$ cat config.mk
export PLATFORM = sky130hd
export DESIGN_NAME = pkc_mod_unit
export DESIGN_NICKNAME = d
export VERILOG_FILES = /design/src/hdl/pkc_pkg.sv /design/src/hdl/pkc_mod_unit.sv
export SDC_FILE = /design/constraint.sdc
export NUM_CORES = 1
export LEC_CHECK = 0
export ABC_AREA = 0
export BUFFER_PORTS_ARGS = -buffer_cell sky130_fd_sc_hd__buf_4
export CAP_MARGIN = 20
export CELL_PAD_IN_SITES_DETAIL_PLACEMENT = 2
export CELL_PAD_IN_SITES_GLOBAL_PLACEMENT = 2
export CORE_AREA = 4 4 122 95
export DETAILED_ROUTE_END_ITERATION = 16
export DIE_AREA = 0 0 126 99
export GPL_ROUTABILITY_DRIVEN = 0
export PLACE_DENSITY_LB_ADDON = 0.1
export RECOVER_POWER = 50
export SLEW_MARGIN = 15
export SYNTH_ARGS = -nofsm -noshare
export SYNTH_HDL_FRONTEND = slang
export SYNTH_SLANG_ARGS = --single-unit
$ cat constraint.sdc
create_clock -name i_clk -period 2.6 [get_ports i_clk]
set_input_delay 0.13 -clock i_clk [delete_from_list [all_inputs] [get_ports i_clk]]
set_output_delay 0.13 -clock i_clk [all_outputs]
set_load 0.02 [all_outputs]
$ cat src/hdl/pkc_pkg.sv
// Shared constants and types for the pixel keystream cipher.
package pkc_pkg;

    // Field widths.
    localparam int OP_W   = 2;
    localparam int SEED_W = 31;
    localparam int PIX_W  = 16;
    localparam int DIV_W  = PIX_W + 1;
    localparam int CNT_W  = 5;

    // Park-Miller generator constants.
    localparam int MULT_BITS = 15;
    localparam int MCNT_W    = 4;
    localparam logic [MULT_BITS-1:0] LCG_MULT = 15'd16807;
    localparam logic [SEED_W-1:0]    LCG_MOD  = 31'h7FFF_FFFF;

    // Reset value of the largest grey level.
    localparam logic [PIX_W-1:0] MAX_GREY_RST = 16'd255;

    // Operation codes of an input beat.
    localparam logic [OP_W-1:0] OP_SEED = 2'd0;
    localparam logic [OP_W-1:0] OP_ENC  = 2'd1;
    localparam logic [OP_W-1:0] OP_DEC  = 2'd2;
    localparam logic [OP_W-1:0] OP_NONE = 2'd3;

    // Status of a serial arithmetic unit.
    typedef struct packed {
        logic busy;
        logic done;
    } t_unit_stat;

endpackage

$ cat src/hdl/pkc_mod_unit.sv
// Bit-serial restoring remainder unit for the modulus max_grey + 1.
module pkc_mod_unit import pkc_pkg::*; (
    input  logic              i_clk,
    input  logic              i_rst_n,
    input  logic              i_start,
    input  logic [SEED_W-1:0] i_dvd,
    input  logic [CNT_W-1:0]  i_nbits,
    input  logic [DIV_W-1:0]  i_dsr,
    output t_unit_stat        o_stat,
    output logic [PIX_W-1:0]  o_rem
);

    logic              r_busy;
    logic              r_done;
    logic [CNT_W-1:0]  r_cnt;
    logic [SEED_W-1:0] r_dvd;
    logic [PIX_W-1:0]  r_rem;

    logic [DIV_W-1:0]  w_trial;
    logic [DIV_W-1:0]  w_diff;
    logic [PIX_W-1:0]  n_rem;

    // Shift in one dividend bit and subtract the divisor when it fits.
    // The partial remainder stays below the divisor, so 16 bits hold it.
    always_comb begin
        w_trial = {r_rem, r_dvd[SEED_W-1]};
        w_diff  = w_trial - i_dsr;
        if (w_trial >= i_dsr) begin
            n_rem = w_diff[PIX_W-1:0];
        end else begin
            n_rem = w_trial[PIX_W-1:0];
        end
    end

    // Sequencing.
    always_ff @(posedge i_clk) begin
        if (!i_rst_n) begin
            r_busy <= 1'b0;
            r_done <= 1'b0;
            r_cnt  <= '0;
        end else begin
            r_done <= 1'b0;
            if (i_start) begin
                r_busy <= 1'b1;
                r_cnt  <= i_nbits - 1'b1;
            end else if (r_busy) begin
                if (r_cnt == '0) begin
                    r_busy <= 1'b0;
                    r_done <= 1'b1;
                end else begin
                    r_cnt <= r_cnt - 1'b1;
                end
            end
        end
    end

    // Dividend shift register and partial remainder.
    always_ff @(posedge i_clk) begin
        if (i_start) begin
            r_dvd <= i_dvd;
            r_rem <= '0;
        end else if (r_busy) begin
            r_dvd <= {r_dvd[SEED_W-2:0], 1'b0};
            r_rem <= n_rem;
        end
    end

    assign o_stat = '{busy: r_busy, done: r_done};
    assign o_rem  = r_rem;

endmodule

* After elaboration in Yosys (flattened, before gate mapping)
Index checks and enable logic that the tools add are counted.
** Storage, ports and cells
- Flip-flop bits (word level) :: 54
- Input port bits :: 56
- Output and inout bits :: 18
** Cells by class
- Add/subtract/negate cells :: 3
- $lt $le $gt $ge :: 1
- Equal/unequal tests :: 1
- Mux-type cells :: 10
- Bitwise gates (word level) :: 2
- Reductions and logical operators :: 4
** Operator list (number)
- $mux 31 :: 2
- $ge 17x17->1 :: 1
- $mux 16 :: 1
- $sub 16x16->16 :: 1
- $mux 5 :: 3
- $sub 5x1->5 const B :: 2
- $logic_not 5->1 :: 1
- $mux 1 :: 4
- $reduce_or 3->1 :: 1
- $ne 2x2->1 const B :: 1
- $not 1->1 :: 2
- $reduce_and 2->1 :: 1
- $reduce_bool 2->1 :: 1

* Longest topological paths before layout
Gate-level depths: netlist (run 1).
- Word-level depth :: 4
- Depth in mapped cells :: 10
- Depth with buffers taken out :: 10

* Worst setup path after synthesis (run 1)
Ideal clock, no wire load.
- Path type :: register -> register
- Start :: register r_rem[7] (netlist: o_rem[7])
- End :: register r_rem[15] (netlist: o_rem[15])
- Setup time :: 0.129 ns
- Arrival time :: 2.095 ns
- Setup slack :: 0.376 ns
- Cell stages (with the launch flop) :: 8
- Period minus slack after synthesis :: 2.224 ns
- Cell sequence :: dfxtp_1 -> ha_1 -> a211oi_2 -> nor2_1 -> or3_4 -> or4_1 -> nand3_1 -> o211ai_1
** Between the ends
- Longest elaborated chain between the ends :: 2
** RTL lines
- start: declaration :: line pkc_mod_unit.sv:17 : logic [PIX_W-1:0] r_rem;
- start signal: assignment :: line pkc_mod_unit.sv:64 : r_rem <= n_rem;
- $sub 16x16->16 / $ge 17x17->1 (equally long branches) :: line pkc_mod_unit.sv:27, pkc_mod_unit.sv:28
- $mux 16 * :: line pkc_mod_unit.sv:28 : if (w_trial >= i_dsr) begin
Every way passes the cells marked *; elsewhere a longest branch is shown, timed or not.
A chain may end at the register's enable or synchronous reset.

* Final worst setup path (run 1)
- Start :: register r_rem[5] (netlist: o_rem[5])
- End :: register r_rem[4] (netlist: o_rem[4])
** Between the ends
- Longest elaborated chain between the ends :: 2
** RTL lines (line)
- $ge 17x17->1 :: pkc_mod_unit.sv:28
- $mux 16 :: pkc_mod_unit.sv:28
No other way between the ends.

==> impl_metrics.env, run 1 <==
export IMPL_required_ps=2760
export IMPL_rr_worst_depth=7
export IMPL_antenna_left=0
export IMPL_grt_pass1_wl_um=18420
export IMPL_whs_endpoint="r_cnt[2]"
export IMPL_cp_start_kind="flop"
export IMPL_drv_cap=1
export IMPL_routed_wirelength_um=11370
export IMPL_synth_edf_count=31
export IMPL_tightestPinTransition_ps=1721
export IMPL_reg2reg_from="o_rem[5]"
export IMPL_grt_pass1_vias=3414
export IMPL_cts_setup_buffers=0
export IMPL_port_buffers=73
export IMPL_ys_warn_count=0
export IMPL_violations="capacitance limit, slew limit"
export IMPL_avgViaCountPerCell=5.330
export IMPL_syn_nets=431
export IMPL_die_area_mm2=0.01247
export IMPL_nets=519
export IMPL_reg2reg_to="o_rem[4]"
export IMPL_vias=3097
export IMPL_yosysSeqAreaShare_pct=40.29
export IMPL_initialDrtViolationCount=155
export IMPL_crit_arrival_ps=2640
export IMPL_die_h_um=99
export IMPL_layout_drive_gt1_share_pct=29.66
export IMPL_area_delta_synth_final_pct=26.56
export IMPL_cts_root_buf="clkbuf_16"
export IMPL_track_usage_pct=18.40
export IMPL_finalWorstSetupSlack_ps=115.0
export IMPL_critPathKind="flop to flop"
export IMPL_max_freq_ghz=0.4024
export IMPL_hold_path_class="input port to flop"
export IMPL_preCtsSetupSlack_ps=29.41
export IMPL_fillers=1132
export IMPL_netlist_instances=356
export IMPL_antenna_found_initial=0
export IMPL_first_pass_iters=4
export IMPL_synth_ff_type="edfxtp_1"
export IMPL_io_pins=74
export IMPL_p_leak_nw=1.775
export IMPL_die_w_um=126
export IMPL_hold_depth=2
export IMPL_regToRegSetupSlack_ps=120
export IMPL_holdWs_ps=44.54
export IMPL_powerDensity_mw_per_mm2=537.7
export IMPL_min_from="i_rst_n"
export IMPL_drc_errors=0
export IMPL_setup_violations_final=0
export IMPL_diodes=0
export IMPL_cts_inserted_buffers=5
export IMPL_post_dp_hpwl_um=8894
export IMPL_ir_drop_uv=267.6
export IMPL_synth_area_mm2=0.003453
export IMPL_async_flop_share_pct=0
export IMPL_synth_area_per_cell_um2=9.700
export IMPL_clk_pin_slew_ps=80
export IMPL_synth_cell_type_count=61
export IMPL_htreeDepth=2
export IMPL_grt_overflow=0
export IMPL_clock_path_buffers=2
export IMPL_clk_latency_ps=300
export IMPL_cts_sinks=54
export IMPL_critical_path_endpoint_type="flop"
export IMPL_num_rows=32
export IMPL_wl_per_cell_um=19.57
export IMPL_finalMaxSlewViolations=35
export IMPL_grt_max_degree=35
export IMPL_ys_ff_latch=54
export IMPL_finClkSkew_ps=4.531
export IMPL_finalCriticalPeriod_ps=2485
export IMPL_finalCritPeriodShare_pct=95.58
export IMPL_hold_viol_final=0
export IMPL_outcome="finished with violations"
export IMPL_cp_max_fo=6
export IMPL_cts_tree="yes"
export IMPL_initial_core_util_pct=33.69
export IMPL_relSlewSlack_pct=-14.74
export IMPL_core_mm2=0.01025
-- logic make-up (layout without fill, tap and decap cells) --
group                      after synthesis  after routing  synth area share (%)
and+or+nand+nor                        108            108                 16.09
AOI/OAI and AO/OA                       90             90                 17.64
DFF                                     54             54                 40.29
buffers and inverters                   42            131                 5.616
muxes                                   34             34                 10.98
adders and majority gates               19             19                 7.102
xor gates and xnor gates                 9              9                 2.283
-- layout make-up --
cell class	instances	area [um^2]	share of cell area [%]
Sequential cell	54	1391	31.84
Timing Repair Buffer	99	669.4	15.32
Clock inverter	3	28.78	0.6585
Inverter	24	90.09	2.061
Tap cell	136	170.2	3.893
Multi-Input combinational cell	260	1896	43.37
Clock buffer	5	125.1	2.863
-- repair_timing --
item,in CTS,in global routing
hold buffers,0,0
setup endpoints to repair,0,8
gates resized for setup,0,6
-- synthesized netlist by cell type, drive strengths merged (13+ instances only) --
library cell | n | area share (%)
o21ai | 20 | 3.0
dfxtp | 23 | 13
mux2 | 31 | 10
nand2 | 28 | 3.0
ha | 18 | 6.5
edfxtp | 31 | 27
a21oi | 18 | 2.6
nand3 | 13 | 1.9
nor2 | 24 | 2.6
o211ai | 13 | 2.8
buf | 13 | 2.5
inv | 24 | 2.6
-- sequential cells by signal (all words and copies together) (netlist names) --
register / count
r_dvd: 31
o_rem: 16
r_cnt: 5
r_done: 1
r_busy: 1
-- layer usage --
metal	up-vias	wire length, um	global-route usage, %
li1	1505	-	-
met1	1538	5605	25.74
met2	46	5320	30.04
met3	8	358	3.413
met4	0	86	3.380
met5	-	0	0
-- power by group --
| group | leakage (nW) | switching [mW] | internal, mW |
|---|---|---|---|
| sequential | 0.498 | 0.0393 | 1.00 |
| combinational | 1.20 | 0.322 | 0.264 |
| clock | 0.0759 | 0.353 | 0.369 |
| total | 1.77 | 0.714 | 1.64 |
-- metrics by stage --
step	std cells	TNS (ps)	util, %	cell area, um^2	total power [mW]
floorplan	356	0	-	3453	1.414
global placement	573	0	41.59	4263	1.626
detailed placement	573	0	41.59	4263	1.652
CTS	581	0	43.09	4417	2.386
global route	581	-61.96	42.64	4370	2.480
finish	581	0	42.64	4370	2.350
-- cell usage in the layout (no fill, tap or decap), types with 2 or more instances in the layout --
master     Yosys  final
buf_4          2     79
edfxtp_1      31     31
nand2_1       28     28
mux2_2        30     27
inv_1         24     24
nor2_1        24     24
dfxtp_1       23     23
o21ai_0       19     19
clkbuf_1       5     19
a21oi_1       18     18
ha_1          18     18
nand3_1       13     13
o211ai_1      13     13
nand4_1        9      9
nor3_1         8      8
a211oi_1       7      6
xnor2_1        6      6
clkbuf_16      0      5
mux2_1         1      4
a21o_1         4      4
nand3b_1       4      4
mux2i_1        3      3
or2_2          3      3
a31oi_1        4      3
a311oi_1       3      3
xor2_1         3      3
a211oi_2       1      2
or4_1          2      2
a21boi_0       2      2
and2_1         2      2
o21bai_1       3      2
and3_1         2      2
o31ai_1        2      2
o2111ai_1      2      2
o21a_1         2      2
clkinv_4       0      2
-- worst max-delay path by stage --
stage               from         to  slack, ps  depth (start not counted)
3_5_place_dp   r_dvd[30]  o_rem[12]         30                         10
3_3_place_gp   r_dvd[30]  o_rem[12]        130                         10
5_1_grt        r_dvd[30]  o_rem[14]        -40                         10
4_1_cts        r_dvd[30]  o_rem[12]         10                         10
2_1_floorplan   o_rem[7]  o_rem[15]        380                          7
6_report        o_rem[5]   o_rem[4]        120                          7
-- worst max-delay path, cell delays in order, from the launching register on --
cell and delay [ps]:
dfxtp_1 320, ha_1 410, nand3_1 250, o41ai_2 370, nor2_1 100, and3_4 190, nor2_1 460, o311ai_0 220
No activity file was read; power rests on OpenSTA's default activity.
==> run 2, diff against run 1 <==
==> constraint.sdc (replaced) <==
create_clock -name i_clk -period 2.6 [get_ports i_clk]
set_input_delay 0.26 -clock i_clk [delete_from_list [all_inputs] [get_ports i_clk]]
set_output_delay 0.26 -clock i_clk [all_outputs]
set_load 0.02 [all_outputs]
==> impl_metrics.env, run 2 (synthesis results as in run 1) <==
export IMPL_cp_start_kind="flop"
export IMPL_layout_drive_gt1_share_pct=30.46
export IMPL_critPathMaxStageDelay_ps=420
export IMPL_finalNonFillerCells=589
export IMPL_largest_reg_flops=31
export IMPL_routed_wirelength_um=11600
export IMPL_crit_arrival_ps=2600
export IMPL_required_ps=2790
export IMPL_hold_viol_final=0
export IMPL_crit_buf_inv=2
export IMPL_num_rows=32
export IMPL_clk_pin_slew_ps=80
export IMPL_port_buffers=73
export IMPL_rsz0062_at_grt="false"
export IMPL_cts_tree="yes"
export IMPL_fillers=1158
export IMPL_powerDensity_mw_per_mm2=528.1
export IMPL_track_usage_pct=18.57
export IMPL_fin_area_mm2=0.004432
export IMPL_setup_violations_final=0
export IMPL_grt_overflow=0
export IMPL_violations="capacitance limit"
export IMPL_gr_usage_met1_pct=25.32
export IMPL_initial_core_util_pct=33.69
export IMPL_cts_sinks=54
export IMPL_drc_errors=0
export IMPL_cp_max_fo=3
export IMPL_area_delta_synth_final_pct=28.33
export IMPL_die_w_um=126
export IMPL_antenna_found_initial=0
export IMPL_hold_buffers=0
export IMPL_p_leak_nw=1.832
export IMPL_clock_path_buffers=2
export IMPL_nets=527
export IMPL_final_common_cell="buf_4"
export IMPL_multi_input_area_mm2=0.001887
export IMPL_seq_area_mm2=0.001391
export IMPL_largest_register="r_dvd"
export IMPL_wl_per_cell_um=19.70
export IMPL_layout_common_cells="86 x buf_4, 31 x edfxtp_1, 28 x nand2_1"
export IMPL_busiest_layer="met2"
export IMPL_clk_latency_ps=300
export IMPL_core_mm2=0.01025
export IMPL_grt_use_met2_pct=31.59
export IMPL_tightestPinTransition_ps=1491
export IMPL_cp_top_family="compound AO/OA/AOI/OAI gates"
export IMPL_placed_area_mm2=0.004335
export IMPL_total_power_mw=2.340
export IMPL_diodes=0
export IMPL_finalCriticalPeriod_ps=2416
export IMPL_cts_root_buf="clkbuf_16"
export IMPL_relSlewSlack_pct=0.5811
export IMPL_finalMaxSlewViolations=0
export IMPL_avgViaCountPerCell=5.312
export IMPL_cts_setup_buffers=0
export IMPL_post_dp_hpwl_um=9267
export IMPL_fin_tns_setup_ps=0
export IMPL_cpMostUsedCell="inv_1"
export IMPL_htreeDepth=2
export IMPL_die_area_mm2=0.01247
export IMPL_drv_cap=1
export IMPL_max_freq_ghz=0.4139
export IMPL_finClkSkew_ps=7.855
export IMPL_grt_pass1_wl_um=18430
export IMPL_grt_max_degree=32
export IMPL_grt_util_met3_pct=3.467
export IMPL_cts_resized=0
export IMPL_cp_cell_sequence="inv_1, ha_1, inv_1, fa_1, a211oi_2, o21bai_1, a21oi_1, xnor2_1, nor4_2, a2111oi_2"
export IMPL_first_pass_iters=4
export IMPL_ir_drop_uv=263.7
export IMPL_critical_path_endpoint_type="flop"
export IMPL_preCtsSetupSlack_ps=19.09
export IMPL_placed_cells_incl_taps=581
export IMPL_initialDrtViolationCount=172
export IMPL_outcome="finished with violations"
export IMPL_finalCritPeriodShare_pct=92.93
export IMPL_vias=3129
export IMPL_slowest_stage="fa_1"
export IMPL_finalWorstSetupSlack_ps=183.9
export IMPL_io_pins=74
export IMPL_cts_inserted_buffers=5
export IMPL_antenna_left=0
export IMPL_die_h_um=99
export IMPL_hold_path_class="input port to flop"
export IMPL_grt_pass1_vias=3456
export IMPL_critPathKind="flop to flop"
## run 2: cell count changes in the layout (fill, tap and decap cells not counted), sizes merged
cell / previous run / this run
buf: 79 / 87
clkinv: 2 / 1
inv: 25 / 26
## run 2: cell type report
cell class | instances | area share [%]
multi-input cells | 260 | 42.57
flip-flops and latches | 54 | 31.39
repair buffers | 107 | 16.74
well taps | 136 | 3.840
clock buffers | 5 | 2.823
inverters | 24 | 2.033
clock inverters | 3 | 0.5929
## run 2: routing by layer
metal,vias to the layer above,part of all wire (%)
met5,-,0
met4,0,0.52
met3,5,3.8
met2,52,49
met1,1550,47
li1,1522,-
## run 2: path summary, 6_finish.rpt
path | from | end | slack [ps] | depth (start not counted)
max | r_dvd[30] | o_rem[6] | 180 | 10
min | i_rst_n | r_cnt[2] | 180 | 2
max reg2reg | r_dvd[30] | o_rem[6] | 180 | 10
min reg2reg | r_cnt[0] | r_cnt[0] | 500 | 2
## run 2: per-stage QoR
| stage | hold slack (ps) | utilization, % |
|---|---|---|
| after floorplan | 381.7 | - |
| after global placement | 483.5 | 42.30 |
| after detailed placement | 486.8 | 42.30 |
| after CTS | 179.0 | 43.77 |
| after global routing | 183.2 | 43.24 |
| final | 180.8 | 43.24 |
## run 2: report_power, final
| part | switching [mW] | leakage, nW | internal, mW |
|---|---|---|---|
| Sequential | 0.0384 | 0.498 | 1.00 |
| Clock | 0.336 | 0.0748 | 0.367 |
| Combinational | 0.322 | 1.26 | 0.273 |
==> run 3, diff against run 2 <==
ABC_AREA = not set   (was 0)
RECOVER_POWER = 100   (was 50)
==> impl_metrics.env, run 3 (synthesis results as in run 1) <==
export IMPL_outcome="finished with violations"
export IMPL_relSlewSlack_pct=0.5823
export IMPL_finClkSkew_ps=6.786
export IMPL_hold_viol_final=0
export IMPL_cts_tree="yes"
export IMPL_first_pass_iters=4
export IMPL_antenna_left=0
export IMPL_post_dp_hpwl_um=9267
export IMPL_drv_cap=1
export IMPL_rr_worst_depth=10
export IMPL_regToRegSetupSlack_ps=190
export IMPL_violations="capacitance limit"
export IMPL_grt_pass1_wl_um=18430
export IMPL_initialDrtViolationCount=180
export IMPL_min_from="i_rst_n"
export IMPL_cp_start_kind="flop"
export IMPL_seqPwrFrac_pct=44.6
export IMPL_finalNonFillerCells=589
export IMPL_initial_core_util_pct=33.69
export IMPL_rsz0062_at_grt="false"
export IMPL_critical_path_endpoint_type="flop"
export IMPL_critPathKind="flop to flop"
export IMPL_clock_path_buffers=2
export IMPL_whs_endpoint="r_cnt[2]"
export IMPL_die_area_mm2=0.01247
export IMPL_track_usage_pct=18.57
export IMPL_htreeDepth=2
export IMPL_core_mm2=0.01025
export IMPL_nets=527
export IMPL_seq_area_mm2=0.001391
export IMPL_clk_latency_ps=300
export IMPL_switching_power_mw=0.6943
export IMPL_layout_common_cells="86 x buf_4, 31 x edfxtp_1, 28 x nand2_1"
export IMPL_p_leak_nw=1.829
export IMPL_setup_violations_final=0
export IMPL_finalCriticalPeriod_ps=2414
export IMPL_antenna_found_initial=0
export IMPL_fin_area_mm2=0.004427
export IMPL_pwr_share_clk_pct=30.0
export IMPL_area_delta_synth_final_pct=28.19
export IMPL_finalCritPeriodShare_pct=92.85
export IMPL_largest_register="r_dvd"
export IMPL_required_ps=2810
export IMPL_grt_overflow=0
export IMPL_reg2reg_to="o_rem[14]"
export IMPL_die_h_um=99
export IMPL_fillers=1158
export IMPL_io_pins=74
export IMPL_hold_path_class="input port to flop"
export IMPL_switching_share_pct=29.71
export IMPL_grt_max_degree=32
export IMPL_cp_max_fo=3
export IMPL_p_comb_share_pct=25.4
export IMPL_layout_drive_gt1_share_pct=30.24
export IMPL_wl_per_cell_um=19.68
export IMPL_finalMaxSlewViolations=0
export IMPL_cts_setup_buffers=0
export IMPL_die_w_um=126
export IMPL_max_freq_ghz=0.4142
export IMPL_multi_input_area_mm2=0.001882
export IMPL_holdWs_ps=183.0
export IMPL_num_rows=32
export IMPL_reg2reg_from="r_dvd[30]"
export IMPL_cts_inserted_buffers=5
export IMPL_final_core_util_pct=43.19
export IMPL_placed_cells_incl_taps=581
export IMPL_grt_pass1_vias=3456
export IMPL_diodes=0
export IMPL_tightestPinTransition_ps=1491
export IMPL_final_common_cell="buf_4"
export IMPL_p_int_mw=1.643
export IMPL_hold_depth=2
export IMPL_fin_tns_setup_ps=0
export IMPL_cts_sinks=54
export IMPL_placed_area_mm2=0.004335
export IMPL_ir_drop_uv=263.7
export IMPL_port_buffers=73
export IMPL_crit_arrival_ps=2630
export IMPL_avgViaCountPerCell=5.319
export IMPL_largest_reg_flops=31
export IMPL_cts_root_buf="clkbuf_16"
export IMPL_powerDensity_mw_per_mm2=527.9
export IMPL_drc_errors=0
export IMPL_vias=3133
export IMPL_routed_wirelength_um=11590
export IMPL_clk_pin_slew_ps=80
==> run 3: cell type report <==
| class | instances | share of cell area (%) |
|---|---|---|
| timing repair buffer | 107 | 16.76 |
| inverter | 24 | 2.035 |
| tap | 136 | 3.844 |
| clock buffer | 5 | 2.826 |
| sequential | 54 | 31.43 |
| multi-input combinational | 260 | 42.51 |
| clock inverter | 3 | 0.5936 |
==> run 3: worst max-delay path by stage <==
| stage | from | end | slack (ps) | cells past startpoint |
|---|---|---|---|---|
| 5_1_grt | r_dvd[30] | o_rem[14] | 0.6 | 10 |
| 3_5_place_dp | r_dvd[30] | o_rem[14] | 20 | 10 |
| 2_1_floorplan | o_rem[7] | o_rem[15] | 380 | 7 |
| 4_1_cts | r_dvd[30] | o_rem[14] | 3 | 10 |
| 3_3_place_gp | r_dvd[30] | o_rem[14] | 130 | 10 |
| 6_report | r_dvd[30] | o_rem[14] | 190 | 10 |
==> run 3: power groups by stage <==
stage	clock, mW	sequential [mW]	combinational, mW
finish	0.701	1.04	0.594
global route	0.764	1.05	0.655
CTS	0.721	1.05	0.610
global placement	0	1.06	0.580
detailed placement	0	1.06	0.602
floorplan	0	1.07	0.347
==> run 3: worst max-delay path, cell delays in order, from the launching register on <==
cell and delay (ps):
edfxtp_1 390, inv_1 70, ha_1 160, inv_1 50, fa_1 420, a211oi_2 300, o21ai_0 150, a31oi_2 290
o21ai_0 160, xnor2_1 150, o211ai_1 180
==> run 3: metrics by stage <==
step	power [mW]	worst slack, ps
global placement	1.635	132.2
CTS	2.377	3.383
floorplan	1.414	375.8
global route	2.470	0.6257
finish	2.337	186.0
detailed placement	1.666	19.09
==> run 3: timing repair <==
action	CTS	global route
endpoints found under the setup margin	0	8
resized for setup	0	4
hold buffers	0	0
endpoints found under the hold margin	0	0
==> run 3: routing by layer <==
metal  vias up  global-route usage (%)  share of wire (%)
met5         -                       0                  0
met4         0                   2.473               0.52
met3         5                   3.467                4.3
met2        58                   31.59                 49
met1      1548                   25.32                 46
li1       1522                       -                  -
