**src/hdl/pkc_pkg.sv**
```systemverilog
// Shared constants and types for the pixel keystream cipher.
package pkc_pkg;

    // Field widths.
    localparam int OP_W   = 2;
    localparam int SEED_W = 31;
    localparam int PIX_W  = 16;
    localparam int DIV_W  = PIX_W + 1;
    localparam int CNT_W  = 5;

    // Park-Miller generator constants.
    localparam int MULT_BITS = 15;
    localparam int MCNT_W    = 4;
    localparam logic [MULT_BITS-1:0] LCG_MULT = 15'd16807;
    localparam logic [SEED_W-1:0]    LCG_MOD  = 31'h7FFF_FFFF;

    // Reset value of the largest grey level.
    localparam logic [PIX_W-1:0] MAX_GREY_RST = 16'd255;

    // Operation codes of an input beat.
    localparam logic [OP_W-1:0] OP_SEED = 2'd0;
    localparam logic [OP_W-1:0] OP_ENC  = 2'd1;
    localparam logic [OP_W-1:0] OP_DEC  = 2'd2;
    localparam logic [OP_W-1:0] OP_NONE = 2'd3;

    // Status of a serial arithmetic unit.
    typedef struct packed {
        logic busy;
        logic done;
    } t_unit_stat;

endpackage

```
**src/hdl/pkc_lcg_mul.sv**
```systemverilog
// Bit-serial modular multiplier that advances the Park-Miller generator.
module pkc_lcg_mul import pkc_pkg::*; (
    input  logic              i_clk,
    input  logic              i_rst_n,
    input  logic              i_start,
    input  logic [SEED_W-1:0] i_state,
    output t_unit_stat        o_stat,
    output logic [SEED_W-1:0] o_next
);

    logic              r_busy;
    logic              r_done;
    logic [MCNT_W-1:0] r_cnt;
    logic [SEED_W-1:0] r_acc;
    logic [SEED_W-1:0] r_s;

    logic [SEED_W-1:0] w_rot;
    logic [SEED_W:0]   w_sum;
    logic [SEED_W:0]   w_red;
    logic [SEED_W-1:0] n_acc;

    // One multiplier bit per cycle, most significant first. Doubling modulo
    // 2^31-1 is a rotate, since 2^31 is congruent to one.
    always_comb begin
        w_rot = {r_acc[SEED_W-2:0], r_acc[SEED_W-1]};
        w_sum = {1'b0, w_rot} + (LCG_MULT[r_cnt] ? {1'b0, r_s} : '0);
        if (w_sum >= {1'b0, LCG_MOD}) begin
            w_red = w_sum - {1'b0, LCG_MOD};
        end else begin
            w_red = w_sum;
        end
        n_acc = w_red[SEED_W-1:0];
    end

    // Sequencing.
    always_ff @(posedge i_clk) begin
        if (!i_rst_n) begin
            r_busy <= 1'b0;
            r_done <= 1'b0;
            r_cnt  <= '0;
        end else begin
            r_done <= 1'b0;
            if (i_start) begin
                r_busy <= 1'b1;
                r_cnt  <= MCNT_W'(MULT_BITS - 1);
            end else if (r_busy) begin
                if (r_cnt == '0) begin
                    r_busy <= 1'b0;
                    r_done <= 1'b1;
                end else begin
                    r_cnt <= r_cnt - 1'b1;
                end
            end
        end
    end

    // Accumulator and operand.
    always_ff @(posedge i_clk) begin
        if (i_start) begin
            r_acc <= '0;
            r_s   <= i_state;
        end else if (r_busy) begin
            r_acc <= n_acc;
        end
    end

    assign o_stat = '{busy: r_busy, done: r_done};
    assign o_next = r_acc;

endmodule

```
**config.mk**
```make
export PLATFORM = sky130hd
export DESIGN_NAME = pkc_lcg_mul
export DESIGN_NICKNAME = d
export VERILOG_FILES = /design/src/hdl/pkc_pkg.sv /design/src/hdl/pkc_lcg_mul.sv
export SDC_FILE = /design/constraint.sdc
export NUM_CORES = 1
export LEC_CHECK = 0
export ABC_CLOCK_PERIOD_IN_PS = 6700
export BUFFER_PORTS_ARGS = -buffer_cell sky130_fd_sc_hd__buf_2
export CELL_PAD_IN_SITES_DETAIL_PLACEMENT = 0
export CELL_PAD_IN_SITES_GLOBAL_PLACEMENT = 1
export CORE_MARGIN = 5
export CORE_UTILIZATION = 45
export DETAILED_ROUTE_END_ITERATION = 7
export HOLD_SLACK_MARGIN = 0.1
export PLACE_DENSITY_LB_ADDON = 0.1
export SYNTH_ARGS = -nofsm -noshare
export SYNTH_HDL_FRONTEND = slang
export SYNTH_SLANG_ARGS = --single-unit
```
**constraint.sdc**
```tcl
create_clock -name i_clk -period 6.7 [get_ports i_clk]
set_input_delay 1.34 -clock i_clk [delete_from_list [all_inputs] [get_ports i_clk]]
set_output_delay 1.34 -clock i_clk [all_outputs]
set_load 0.05 [all_outputs]
```
After elaboration in Yosys (flattened, before gate mapping)
Memories as Yosys holds them, arrays and structs flattened.
Cells that the tools add are included.
{"block": "totals", "register_bits": 68, "mem_bits_ro": 16, "in_bits": 34, "out_inout_bits": 33, "elab_cells": 32, "memories": 1}
{"block": "op_classes", "addsub": 3, "magnitude_cmp": 2, "n_eq_ne": 1, "mux": 10, "n_bitwise": 3, "reduce_logical": 6}
{"name": "(no name shown)", "depth": 16, "word_bits": 1, "read_ports": 1, "rd_clocked_by_memory_dff": 0, "write_ports": 0, "line_no": "pkc_lcg_mul.sv:26", "source": "w_sum = {1'b0, w_rot} + (LCG_MULT[r_cnt] ? {1'b0, r_s} : '0);"}
{"cell": "$mux 31", "n": 2}
{"cell": "$add 31x31->32", "n": 1}
{"cell": "$ge 32x31->1 const B", "n": 1}
{"cell": "$sub 31x31->31 const B", "n": 1}
{"cell": "$mux 4", "n": 3}
{"cell": "$lt 4x5->1 const B", "n": 1}
{"cell": "$mux 1", "n": 5}
{"cell": "$logic_not 4->1", "n": 1}
{"cell": "$reduce_and 2->1", "n": 2}
{"cell": "$sub 4x1->4 const B", "n": 1}
{"cell": "$not 1->1", "n": 3}
{"cell": "$reduce_or 3->1", "n": 1}
{"cell": "$ne 2x2->1 const B", "n": 1}
{"cell": "$reduce_bool 2->1", "n": 1}
{"cell": "$reduce_or 2->1", "n": 1}

Logic depth before layout (Yosys ltp)
Gate-level depths: netlist of the first run.
{"block": "logic_depth", "ltp_word": 6, "mapped_depth": 21, "depth_no_buf": 18}

Least setup slack after synthesis of the first run
OpenSTA, ideal clock, no wires.
{"block": "synth_timing", "kind": "register to register", "from": "register r_cnt[2]", "to": "register r_acc[20] (netlist: o_next[20])", "setup_time_ns": 0.091, "arrival_time_ns": 4.857, "required_ns": 6.609, "slack_ns": 1.752, "path_stages_with_launch": 19, "n_path_buf": 2, "synth_period_minus_slack_ns": 4.948, "path_cell_list": "dfxtp_1 inv_1 o21ai_0 nor2_1 a311oi_1 clkbuf_1 nor2b_1 ha_1 a211oi_1 o21ai_4 a21boi_1 xor2_1 or4_1 buf_2 or4_4 or4_1 o41ai_2 nand3_1 a311oi_1"}
{"block": "synth_via", "elab_chain_len": 6, "word_cells_on_any_way": 7, "classes_between": "add/sub: 2; order compare: 1; mux: 3; memory: 1"}
{"item": "start: declaration", "line_no": "pkc_lcg_mul.sv:13", "source": "logic [MCNT_W-1:0] r_cnt;"}
{"item": "start signal: assignment", "line_no": "pkc_lcg_mul.sv:45", "source": "r_cnt <= MCNT_W'(MULT_BITS - 1);"}
{"item": "start signal: assignment", "line_no": "pkc_lcg_mul.sv:51", "source": "r_cnt <= r_cnt - 1'b1;"}
{"item": "$mem_v2 16x1 (*)"}
{"item": "$mux 1 (not written as such) (*)", "line_no": "pkc_lcg_mul.sv:26"}
{"item": "$mux 31 (*)", "line_no": "pkc_lcg_mul.sv:26"}
{"item": "$add 31x31->32 (*)", "line_no": "pkc_lcg_mul.sv:26"}
{"item": "$sub 31x31->31 or $ge 32x31->1 (tied branches)", "line_no": "pkc_lcg_mul.sv:28, pkc_lcg_mul.sv:27"}
{"item": "$mux 31 (*)", "line_no": "pkc_lcg_mul.sv:27", "source": "if (w_sum >= {1'b0, LCG_MOD}) begin"}
{"item": "end signal: assignment", "line_no": "pkc_lcg_mul.sv:63", "source": "r_acc <= n_acc;"}
{"item": "end: declaration", "line_no": "pkc_lcg_mul.sv:14", "source": "logic [SEED_W-1:0] r_acc;"}
Every way passes the cells marked *; elsewhere a longest branch is shown, timed or not. The select of a mux whose other input is x is not followed.
A chain may end at the register's enable or synchronous reset.

Worst setup path after layout of the first run
{"block": "layout_timing", "from": "register r_cnt[2]", "to": "register r_acc[11] (netlist: o_next[11])"}
The elaborated chain is that of the path after synthesis.

==> results of run 1 <==
==> power by group through the flow <==
stage | Combinational, µW | Sequential (µW) | Clock (µW)
6_report | 771 | 510 | 458
5_1_grt | 841 | 515 | 489
4_1_cts | 762 | 510 | 470
3_5_place_dp | 757 | 519 | 0
3_3_place_gp | 754 | 518 | 0
2_1_floorplan | 485 | 590 | 0
==> final cells by class <==
type | instances | area (µm²) | area share (%)
Multi-Input combinational cell | 542 | 3610 | 58.37
Inverter | 16 | 60.06 | 0.9711
Sequential cell | 68 | 1673 | 27.05
Clock buffer | 9 | 225.2 | 3.642
Tap cell | 147 | 183.9 | 2.974
Timing Repair Buffer | 72 | 375.4 | 6.069
Clock inverter | 7 | 57.56 | 0.9306
==> cells in the mapped netlist (12+ instances only) <==
| cell type | count |
|---|---|
| nor3_1 | 18 |
| nor2_1 | 62 |
| nand2_1 | 52 |
| dfxtp_1 | 37 |
| xor2_1 | 12 |
| a21o_1 | 12 |
| clkbuf_1 | 28 |
| nor4_1 | 14 |
| ha_1 | 32 |
| inv_1 | 16 |
| nand4_1 | 21 |
| a211oi_1 | 13 |
| nand3_1 | 25 |
| xnor2_1 | 15 |
| nor2b_1 | 34 |
| edfxtp_1 | 31 |
| o21ai_0 | 34 |
| a311oi_1 | 17 |
| a21oi_1 | 39 |
==> worst max-delay path, delay by kind of cell, from the launching register on <==
kind	cells	cell delay, ps
compound gates	8	2900
xor+xnor	1	290
fa+ha+maj	2	660
buf+inv	2	410
flops	1	470
simple gates	5	1210
==> sequential cells by signal, indices dropped and copies added, names as in the netlist <==
name / cells
r_s: 31
r_cnt: 4
r_done: 1
o_next: 31
r_busy: 1
==> routing by layer <==
layer,GRT usage [%],routed length [µm],vias up
li1,-,-,2637
met1,32.97,8034,2572
met2,37.51,7900,175
met3,4.864,1014,26
met4,7.578,308,0
met5,0,0,-
==> worst min-delay path by stage <==
stage / start / depth (start not counted) / to
floorplan: r_cnt[3]$_SDFFE_PN0P_ / 2 / r_cnt[3]$_SDFFE_PN0P_
global placement: o_next[13]$_SDFFE_PP0P_ / 2 / o_next[13]$_SDFFE_PP0P_
detailed placement: o_next[16]$_SDFFE_PP0P_ / 2 / o_next[16]$_SDFFE_PP0P_
CTS: o_next[16]$_SDFFE_PP0P_ / 2 / o_next[16]$_SDFFE_PP0P_
global route: o_next[16]$_SDFFE_PP0P_ / 2 / o_next[16]$_SDFFE_PP0P_
finish: o_next[18]$_SDFFE_PP0P_ / 2 / o_next[18]$_SDFFE_PP0P_
==> per-stage QoR <==
step           utilization, %  cell area, µm²
2_1_floorplan               -            5468
3_5_place_dp            49.34            5902
4_1_cts                 51.71            6185
6_report                51.71            6185
3_3_place_gp            49.34            5902
5_1_grt                 51.71            6185
==> kinds of logic (layout without fill, tap and decap cells) <==
family          Yosys count  after routing  synth area share, %
simple gates            278            278                26.84
buf+inv                  51            104                3.730
mux                       6              6                1.121
flops                    68             68                30.57
compound gates          198            198                25.72
fa+ha+maj                33             33                7.689
xor+xnor                 27             27                4.325
==> flow_summary.yaml, run 1 <==
critical_path:
  crit_path_top_delay_cell: "o31ai_4"
  crit_chain: "inv_1 -> o21ai_0 -> nor2_1 -> a311oi_4 -> buf_4 -> nor2b_1 -> ha_1 -> fa_1 -> a211oi_1 -> o21ai_2 -> a221oi_2 -> o31ai_1 -> xnor2_1 -> nor4_1 -> nand4_1 -> o31ai_4 -> nand4_1 -> a311oi_1"
  reg2reg_slack_ps: 660
  endpoint_kind: "flop"
  worst-path-max-fanout: 24
  path_common_cell: "nand4_1"
  worstReg2RegStart: "r_cnt[2]$_SDFFE_PN0P_"
  critical_path.endpoint: "o_next[11]$_SDFFE_PP0P_"
  crit_arrival_ps: 6290
  critPathLaunchType: "flop"
  slowest_delay_ps: 910
  path_class: "reg -> reg"
  startpoint: "r_cnt[2]$_SDFFE_PN0P_"
  r2r_cells: 18
  r2r-end: "o_next[11]$_SDFFE_PP0P_"
  crit_required_ps: 6950
power:
  p_comb_share_pct: 44.3
  p_sw_uw: 757.2
  powerDensity_nw_per_um2: 281.2
  intPower_uw: 981.7
  p_seq_share_pct: 29.3
  vdd_drop_max_mv: 0.1777
  total_power_uw: 1739
  p_leak_uw: 0.002345
  clkPwrFrac_pct: 26.3
  switching_share_pct: 43.54
synthesis:
  synth_top_area_share_pct: 17.03
  syn_nets: 728
  yosysUniqueCellTypes: 73
  synth_ff_type: "dfxtp_1"
  syn_avg_cell_area_um2: 8.272
  synthTopCellsByArea: "edfxtp_1 (17%), dfxtp_1 (14%), ha_1 (7.3%)"
  synth_edf_count: 31
  yosysTopAreaCell: "edfxtp_1"
  netlist_instances: 661
  synth-seq-cells: 68
  ys_warn_count: 0
  syn_area_um2: 5468
  yosysSeqAreaShare_pct: 30.57
  async_flop_share_pct: 0
grt:
  first_global_vias: 5046
  grt_pass1_wl_mm: 27.39
  grt_usage_pct: 23.85
  antenna_found_initial: 0
  grt_overflow_total: 0
  grt_max_degree: 60
cts:
  cts-htree-levels: 3
  clk_pin_slew_ps: 60
  cts_resized: 0
  cts_tree: "yes"
  hold_buffers: 0
  cts_buffer_depth: 2
  post_cts_buffers: 0
  root_buffer: "clkbuf_16"
  numCtsBuffers: 9
  clock_latency_ps: 350
  cts_sinks: 68
placed_design:
  gp_congestion: 0.9197
  hpwlAfterDp_mm: 13.06
  placed_cells: 845
  dp_slack_ps: 780.1
  io_buffers: 66
sta:
  tightestPinTransition_ps: 957.3
  fin_setup_tns_ps: 0
  fmax_ghz: 0.1655
  fin_skew_ps: 8.033
  rsz0062_at_grt: "no"
  relSlewSlack_pct: 36.02
  setup_ws_ps: 656.7
  setup_viol: 0
  finalHoldViolations: 0
  whs_ps: 500.7
  finalWorstPathRequiredPeriod_ps: 6043
  timing.final.crit_share_pct: 90.20
  finalMaxSlewViolations: 0
floorplan:
  die_y_um: 120.2
  dieArea_um2: 14460
  rows: 40
  start_util_pct: 45.71
  die_width_um: 120.2
  core_area_um2: 11960
  io_pins: 67
flow_run:
  maxCapViolCount: 0
drt:
  wl_per_cell_um: 20.04
  drtIter0Drc: 411
  vias_per_cell: 6.283
  drt_wl_total_mm: 17.26
  antenna_left: 0
  drc_errors: 0
  firstDrtPassIters: 5
  dr_total_vias: 5410
finish:
  nFillCells: 1209
  mostFrequentLayoutCell: "buf_2"
  layout.cells.most_common_list: "buf_2 (66), nor2_1 (62), nand2_1 (52)"
  insertedDiodeCount: 0
  instances_no_fill: 861
  drive_above_1_share_pct: 16.39
  syn_to_final_growth_pct: 13.11
  final_nets: 776
worst_hold_path:
  hold_class: "reg -> reg"
status:
  outcome: "finished, final reports clean"
Power figures use the tool's default switching activity.
==> run 2, diff against run 1 <==
--- a/config.mk
+++ b/config.mk
@@ -5,12 +5,12 @@
 export SDC_FILE = /design/constraint.sdc
 export NUM_CORES = 1
 export LEC_CHECK = 0
-export ABC_CLOCK_PERIOD_IN_PS = 6700
+export ABC_CLOCK_PERIOD_IN_PS = 5550
 export BUFFER_PORTS_ARGS = -buffer_cell sky130_fd_sc_hd__buf_2
 export CELL_PAD_IN_SITES_DETAIL_PLACEMENT = 0
 export CELL_PAD_IN_SITES_GLOBAL_PLACEMENT = 1
-export CORE_MARGIN = 5
-export CORE_UTILIZATION = 45
+export CORE_MARGIN = 1.5
+export CORE_UTILIZATION = 40
 export DETAILED_ROUTE_END_ITERATION = 7
 export HOLD_SLACK_MARGIN = 0.1
 export PLACE_DENSITY_LB_ADDON = 0.1
==> constraint.sdc (replaced) <==
create_clock -name i_clk -period 5.55 [get_ports i_clk]
set_input_delay 1.11 -clock i_clk [delete_from_list [all_inputs] [get_ports i_clk]]
set_output_delay 1.11 -clock i_clk [all_outputs]
set_load 0.05 [all_outputs]
==> run 2 against run 1 <==
Global-route usage increased by 2.0 points. Wire length increased by 4.9%. Largest power group unchanged. Utilization decreased by 3.6 points. Worst setup slack got worse by 360 ps. Sequential share of layout area decreased by 0.85 points. Maximum frequency increased by 15%. Critical path type unchanged. Worst hold slack improved by 2.8 ps. Clock-buffer cell count unchanged. Largest cell class unchanged. Non-clock buffer count increased by 13. Die area decreased by 0.52%. Register-to-register slack got worse by 360 ps. First-iteration DRC count decreased by 23%.
==> flow_summary.yaml, run 2 (synthesized netlist as in run 1, its figures left out) <==
cts:
  cts_tree: "yes"
  cts_sinks: 68
  post_cts_buffers: 0
  numCtsBuffers: 9
  cts-htree-levels: 3
  clock_latency_ps: 350
  root_buffer: "clkbuf_16"
  cts_buffer_depth: 2
  hold_buffers: 0
  clk_pin_slew_ps: 60
power:
  clkPwrFrac_pct: 27.3
  p_leak_uw: 0.002453
  switching_share_pct: 42.62
  vdd_drop_max_mv: 0.1684
  powerDensity_nw_per_um2: 340.3
  intPower_uw: 1248
  p_comb_share_pct: 44.2
  p_sw_uw: 926.8
  p_seq_share_pct: 28.5
sta:
  timing.final.crit_share_pct: 94.59
  setup_viol: 0
  relSlewSlack_pct: 43.78
  fmax_ghz: 0.1905
  finalHoldViolations: 0
  tightestPinTransition_ps: 837.3
  fin_setup_tns_ps: 0
  whs_ps: 503.5
  finalMaxSlewViolations: 0
  setup_ws_ps: 300.1
  fin_skew_ps: 8.727
  finalWorstPathRequiredPeriod_ps: 5250
floorplan:
  die_width_um: 119.9
  rows: 42
  dieArea_um2: 14380
  start_util_pct: 41.13
  io_pins: 67
  die_y_um: 119.9
  core_area_um2: 13300
critical_path:
  path_class: "reg -> reg"
  crit_required_ps: 5790
  worst-path-max-fanout: 16
  crit_arrival_ps: 5490
  endpoint_kind: "flop"
  critPathLaunchType: "flop"
drt:
  wl_per_cell_um: 20.05
  vias_per_cell: 6.069
  drtIter0Drc: 316
  firstDrtPassIters: 5
  drt_wl_total_mm: 18.10
  drc_errors: 0
  antenna_left: 0
  dr_total_vias: 5480
worst_hold_path:
  hold_class: "reg -> reg"
placed_design:
  dp_slack_ps: 3.316
  hpwlAfterDp_mm: 13.95
  dpl-instance-area_um2: 6048
  io_buffers: 66
  gp_congestion: 0.9399
grt:
  grt_max_degree: 59
  grt_usage_pct: 25.81
  antenna_found_initial: 0
  first_global_vias: 5235
  grt_overflow_total: 0
  grt_pass1_wl_mm: 28.66
finish:
  fin_area_um2: 6390
  drive_above_1_share_pct: 18.84
  syn_to_final_growth_pct: 16.87
  final_nets: 789
  layout.cells.most_common_list: "buf_2 (66), nor2_1 (62), nand2_1 (52)"
  mostFrequentLayoutCell: "buf_2"
  insertedDiodeCount: 0
flow_run:
  maxCapViolCount: 0
status:
  outcome: "finished, final reports clean"
-- run 2: changes by cell type in the layout (fill, tap and decap cells not counted), moves of 2 or more --
cell | before | now
inv_4 | 0 | 2
a211oi_1 | 13 | 11
a21oi_1 | 39 | 37
clkinvlp_4 | 3 | 1
buf_4 | 6 | 17
inv_6 | 4 | 2
a211oi_2 | 0 | 2
a21oi_2 | 0 | 2
-- run 2: worst paths after layout --
path / startpoint / endpoint / slack [ps] / cells after the start
worst max-delay path: r_cnt[1]$_SDFFE_PN0P_ / o_next[15]$_SDFFE_PP0P_ / 300 / 18
worst min register to register: o_next[12]$_SDFFE_PP0P_ / o_next[12]$_SDFFE_PP0P_ / 500 / 2
worst min-delay path: o_next[12]$_SDFFE_PP0P_ / o_next[12]$_SDFFE_PP0P_ / 500 / 2
worst max register to register: r_cnt[1]$_SDFFE_PN0P_ / o_next[15]$_SDFFE_PP0P_ / 300 / 18
-- run 2: per-layer routing --
layer	GRT usage (%)	routed length, µm	vias to the layer above
met2	42.32	8680	144
met5	0	0	-
li1	-	-	2667
met3	4.753	885	27
met4	7.961	345	0
met1	34.44	8190	2642
-- run 2: area by class of cell --
type,count,area [µm²]
repair buffers,85,489.2
inverters,16,60.06
multi-input cells,542,3649
clock inverters,7,72.57
well taps,176,220.2
clock buffers,9,225.2
flip-flops and latches,68,1674
fillers,1321,6905
-- run 2: power by group through the flow --
stage               clock [µW]  combinational (µW)  sequential, µW
global placement             0                 935             629
CTS                        610                 946             620
global route               630                1050             626
floorplan                    0                 586             712
finish                     593                 961             620
detailed placement           0                 940             630
-- run 2: through the flow --
step | instances | power (µW) | utilization [%]
floorplan | 661 | 1298 | -
global placement | 887 | 1563 | 45.49
detailed placement | 887 | 1570 | 45.49
CTS | 903 | 2176 | 47.77
global route | 903 | 2305 | 48.06
finish | 903 | 2175 | 48.06
-- run 2: worst max-delay path: stages (launching register included) --
cell	delay (ps)
dfxtp_1	460
nand3_1	100
o21ai_0	90
nor2_1	80
a311oi_4	270
nor2b_1	90
ha_1	240
fa_1	440
a211oi_2	310
o211ai_1	270
and3_1	330
o311ai_0	340
o211ai_1	310
nor4_1	410
and4_1	300
a31oi_1	100
buf_4	230
or4_1	480
a311oi_1	280
-- run 2: timing repair --
action                                  4_1_cts  5_1_grt
gates resized for setup                       1        9
pin swaps                                     0        1
endpoints found under the setup margin        1       22
==> run 3, diff against run 2 <==
--- a/config.mk
+++ b/config.mk
@@ -13,7 +13,7 @@
 export CORE_UTILIZATION = 40
 export DETAILED_ROUTE_END_ITERATION = 7
 export HOLD_SLACK_MARGIN = 0.1
-export PLACE_DENSITY_LB_ADDON = 0.1
+export PLACE_DENSITY = 0.83
 export SYNTH_ARGS = -nofsm -noshare
 export SYNTH_HDL_FRONTEND = slang
 export SYNTH_SLANG_ARGS = --single-unit
==> run 3 against run 2 <==
Final area up 0.18%. Power is 0.19% higher. Die area unchanged. Worst setup slack gained 100 ps. Non-clock buffer count is the same. Global-route usage down 1.1 points. Cell count stayed put. Clock power grew 1%. Clock skew about the same.
==> flow_summary.yaml, run 3 (synthesized netlist as in run 1, its figures left out) <==
finish:
  layout.cells.most_common_list: "buf_2 (66), nor2_1 (62), nand2_1 (52)"
  syn_to_final_growth_pct: 17.07
  mostFrequentLayoutCell: "buf_2"
  final_nets: 789
  drive_above_1_share_pct: 19.26
  insertedDiodeCount: 0
  instances_no_fill: 903
critical_path:
  r2r_cells: 18
  worstReg2RegStart: "r_cnt[1]$_SDFFE_PN0P_"
  worst-path-max-fanout: 16
  critical_path.endpoint: "o_next[15]$_SDFFE_PP0P_"
  crit_arrival_ps: 5400
  crit_chain: "nand3_1 -> o21ai_0 -> nor2_1 -> a311oi_4 -> buf_4 -> nor2b_1 -> fa_1 -> a211oi_2 -> o21ai_2 -> a21oi_1 -> xor2_1 -> or4_4 -> or4_4 -> nor2_1 -> a31oi_1 -> buf_12 -> or4_1 -> a311oi_1"
  crit_path_top_delay_cell: "or4_4"
  endpoint_kind: "flop"
  crit_required_ps: 5800
  reg2reg_slack_ps: 400
  slowest_delay_ps: 580
  path_class: "reg -> reg"
  startpoint: "r_cnt[1]$_SDFFE_PN0P_"
  critPathLaunchType: "flop"
  r2r-end: "o_next[15]$_SDFFE_PP0P_"
cts:
  numCtsBuffers: 9
  cts-htree-levels: 3
  cts_resized: 1
  post_cts_buffers: 0
  cts_tree: "yes"
  hold_buffers: 0
  clock_latency_ps: 350
  root_buffer: "clkbuf_16"
  cts_sinks: 68
  cts_buffer_depth: 2
  clk_pin_slew_ps: 70
power:
  p_comb_share_pct: 43.9
  p_leak_uw: 0.002445
  clkPwrFrac_pct: 27.6
  powerDensity_nw_per_um2: 340.4
  p_seq_share_pct: 28.6
  p_sw_uw: 927.3
  intPower_uw: 1251
  vdd_drop_max_mv: 0.1479
  switching_share_pct: 42.56
sta:
  rsz0062_at_grt: "no"
  setup_viol: 0
  fin_skew_ps: 9.032
  finalWorstPathRequiredPeriod_ps: 5150
  timing.final.crit_share_pct: 92.80
  finalHoldViolations: 0
  fmax_ghz: 0.1942
  tightestPinTransition_ps: 765.0
  relSlewSlack_pct: 49.00
  fin_setup_tns_ps: 0
  whs_ps: 500.7
  finalMaxSlewViolations: 0
drt:
  wl_met2_mm: 8.170
  vias_per_cell: 6.117
  wl_per_cell_um: 19.29
  top_layer: "met4"
  drt_wl_total_mm: 17.42
  drtIter0Drc: 450
  dr_total_vias: 5524
  wl_met1_mm: 7.887
  antenna_left: 0
  drc_errors: 0
  route.met3.wl_um: 899
  firstDrtPassIters: 5
floorplan:
  start_util_pct: 41.13
  die_y_um: 119.9
  rows: 42
  die_width_um: 119.9
  core_area_um2: 13300
  dieArea_um2: 14380
  io_pins: 67
grt:
  grt_max_degree: 60
  first_global_vias: 5255
  grt_pass1_wl_mm: 27.85
  antenna_found_initial: 0
  grt_overflow_total: 0
  grt_usage_pct: 24.75
flow_run:
  maxCapViolCount: 0
placed_design:
  io_buffers: 66
  hpwlAfterDp_mm: 13.27
  gp_congestion: 0.9315
  placed_cells: 887
worst_hold_path:
  hold_depth: 2
  hold_class: "reg -> reg"
status:
  outcome: "finished, final reports clean"
run 3: stage by stage:
step                total power, µW  area (µm²)  utilization [%]  setup WS [ps]
floorplan                      1298        5468                -          601.8
global placement               1549        6048            45.49          198.9
detailed placement             1561        6048            45.49          22.24
CTS                            2167        6354            47.79          132.1
global route                   2298        6401            48.15          37.24
finish                         2179        6401            48.15          399.7
run 3: worst max-delay path: cells and delay by family, from the launching register on:
kind | cells | cell delay (ps)
AOI/OAI and AO/OA | 7 | 1460
adders and majority gates | 1 | 470
DFF | 1 | 480
and+or+nand+nor | 7 | 2050
buffers and inverters | 2 | 470
xor gates and xnor gates | 1 | 140
run 3: worst min path at each step:
stage | endpoint | slack [ps] | from
5_1_grt | o_next[29]$_SDFFE_PP0P_ | 530 | o_next[29]$_SDFFE_PP0P_
6_report | o_next[29]$_SDFFE_PP0P_ | 500 | o_next[29]$_SDFFE_PP0P_
3_3_place_gp | o_next[29]$_SDFFE_PP0P_ | 490 | o_next[29]$_SDFFE_PP0P_
3_5_place_dp | o_next[29]$_SDFFE_PP0P_ | 500 | o_next[29]$_SDFFE_PP0P_
2_1_floorplan | r_cnt[3]$_SDFFE_PN0P_ | 480 | r_cnt[3]$_SDFFE_PN0P_
4_1_cts | o_next[29]$_SDFFE_PP0P_ | 510 | o_next[29]$_SDFFE_PP0P_
run 3: cell type report:
class                           count  area, µm²
Fill cell                        1295       6894
Clock buffer                        9      225.2
Clock inverter                      7      73.82
Tap cell                          176      220.2
Inverter                           16      60.06
Sequential cell                    68       1674
Multi-Input combinational cell    542       3662
Timing Repair Buffer               85      485.5
run 3: routing by layer:
metal,track usage [%],vias up
li1,-,2666
met1,32.73,2648
met2,40.50,182
met3,3.850,28
met4,9.747,0
met5,0,-
run 3: power by group through the flow:
stage	clock, µW	combinational, µW	sequential, µW
3_5_place_dp	0	930	631
5_1_grt	627	1040	627
3_3_place_gp	0	917	631
2_1_floorplan	0	586	712
6_report	601	956	622
4_1_cts	610	936	621
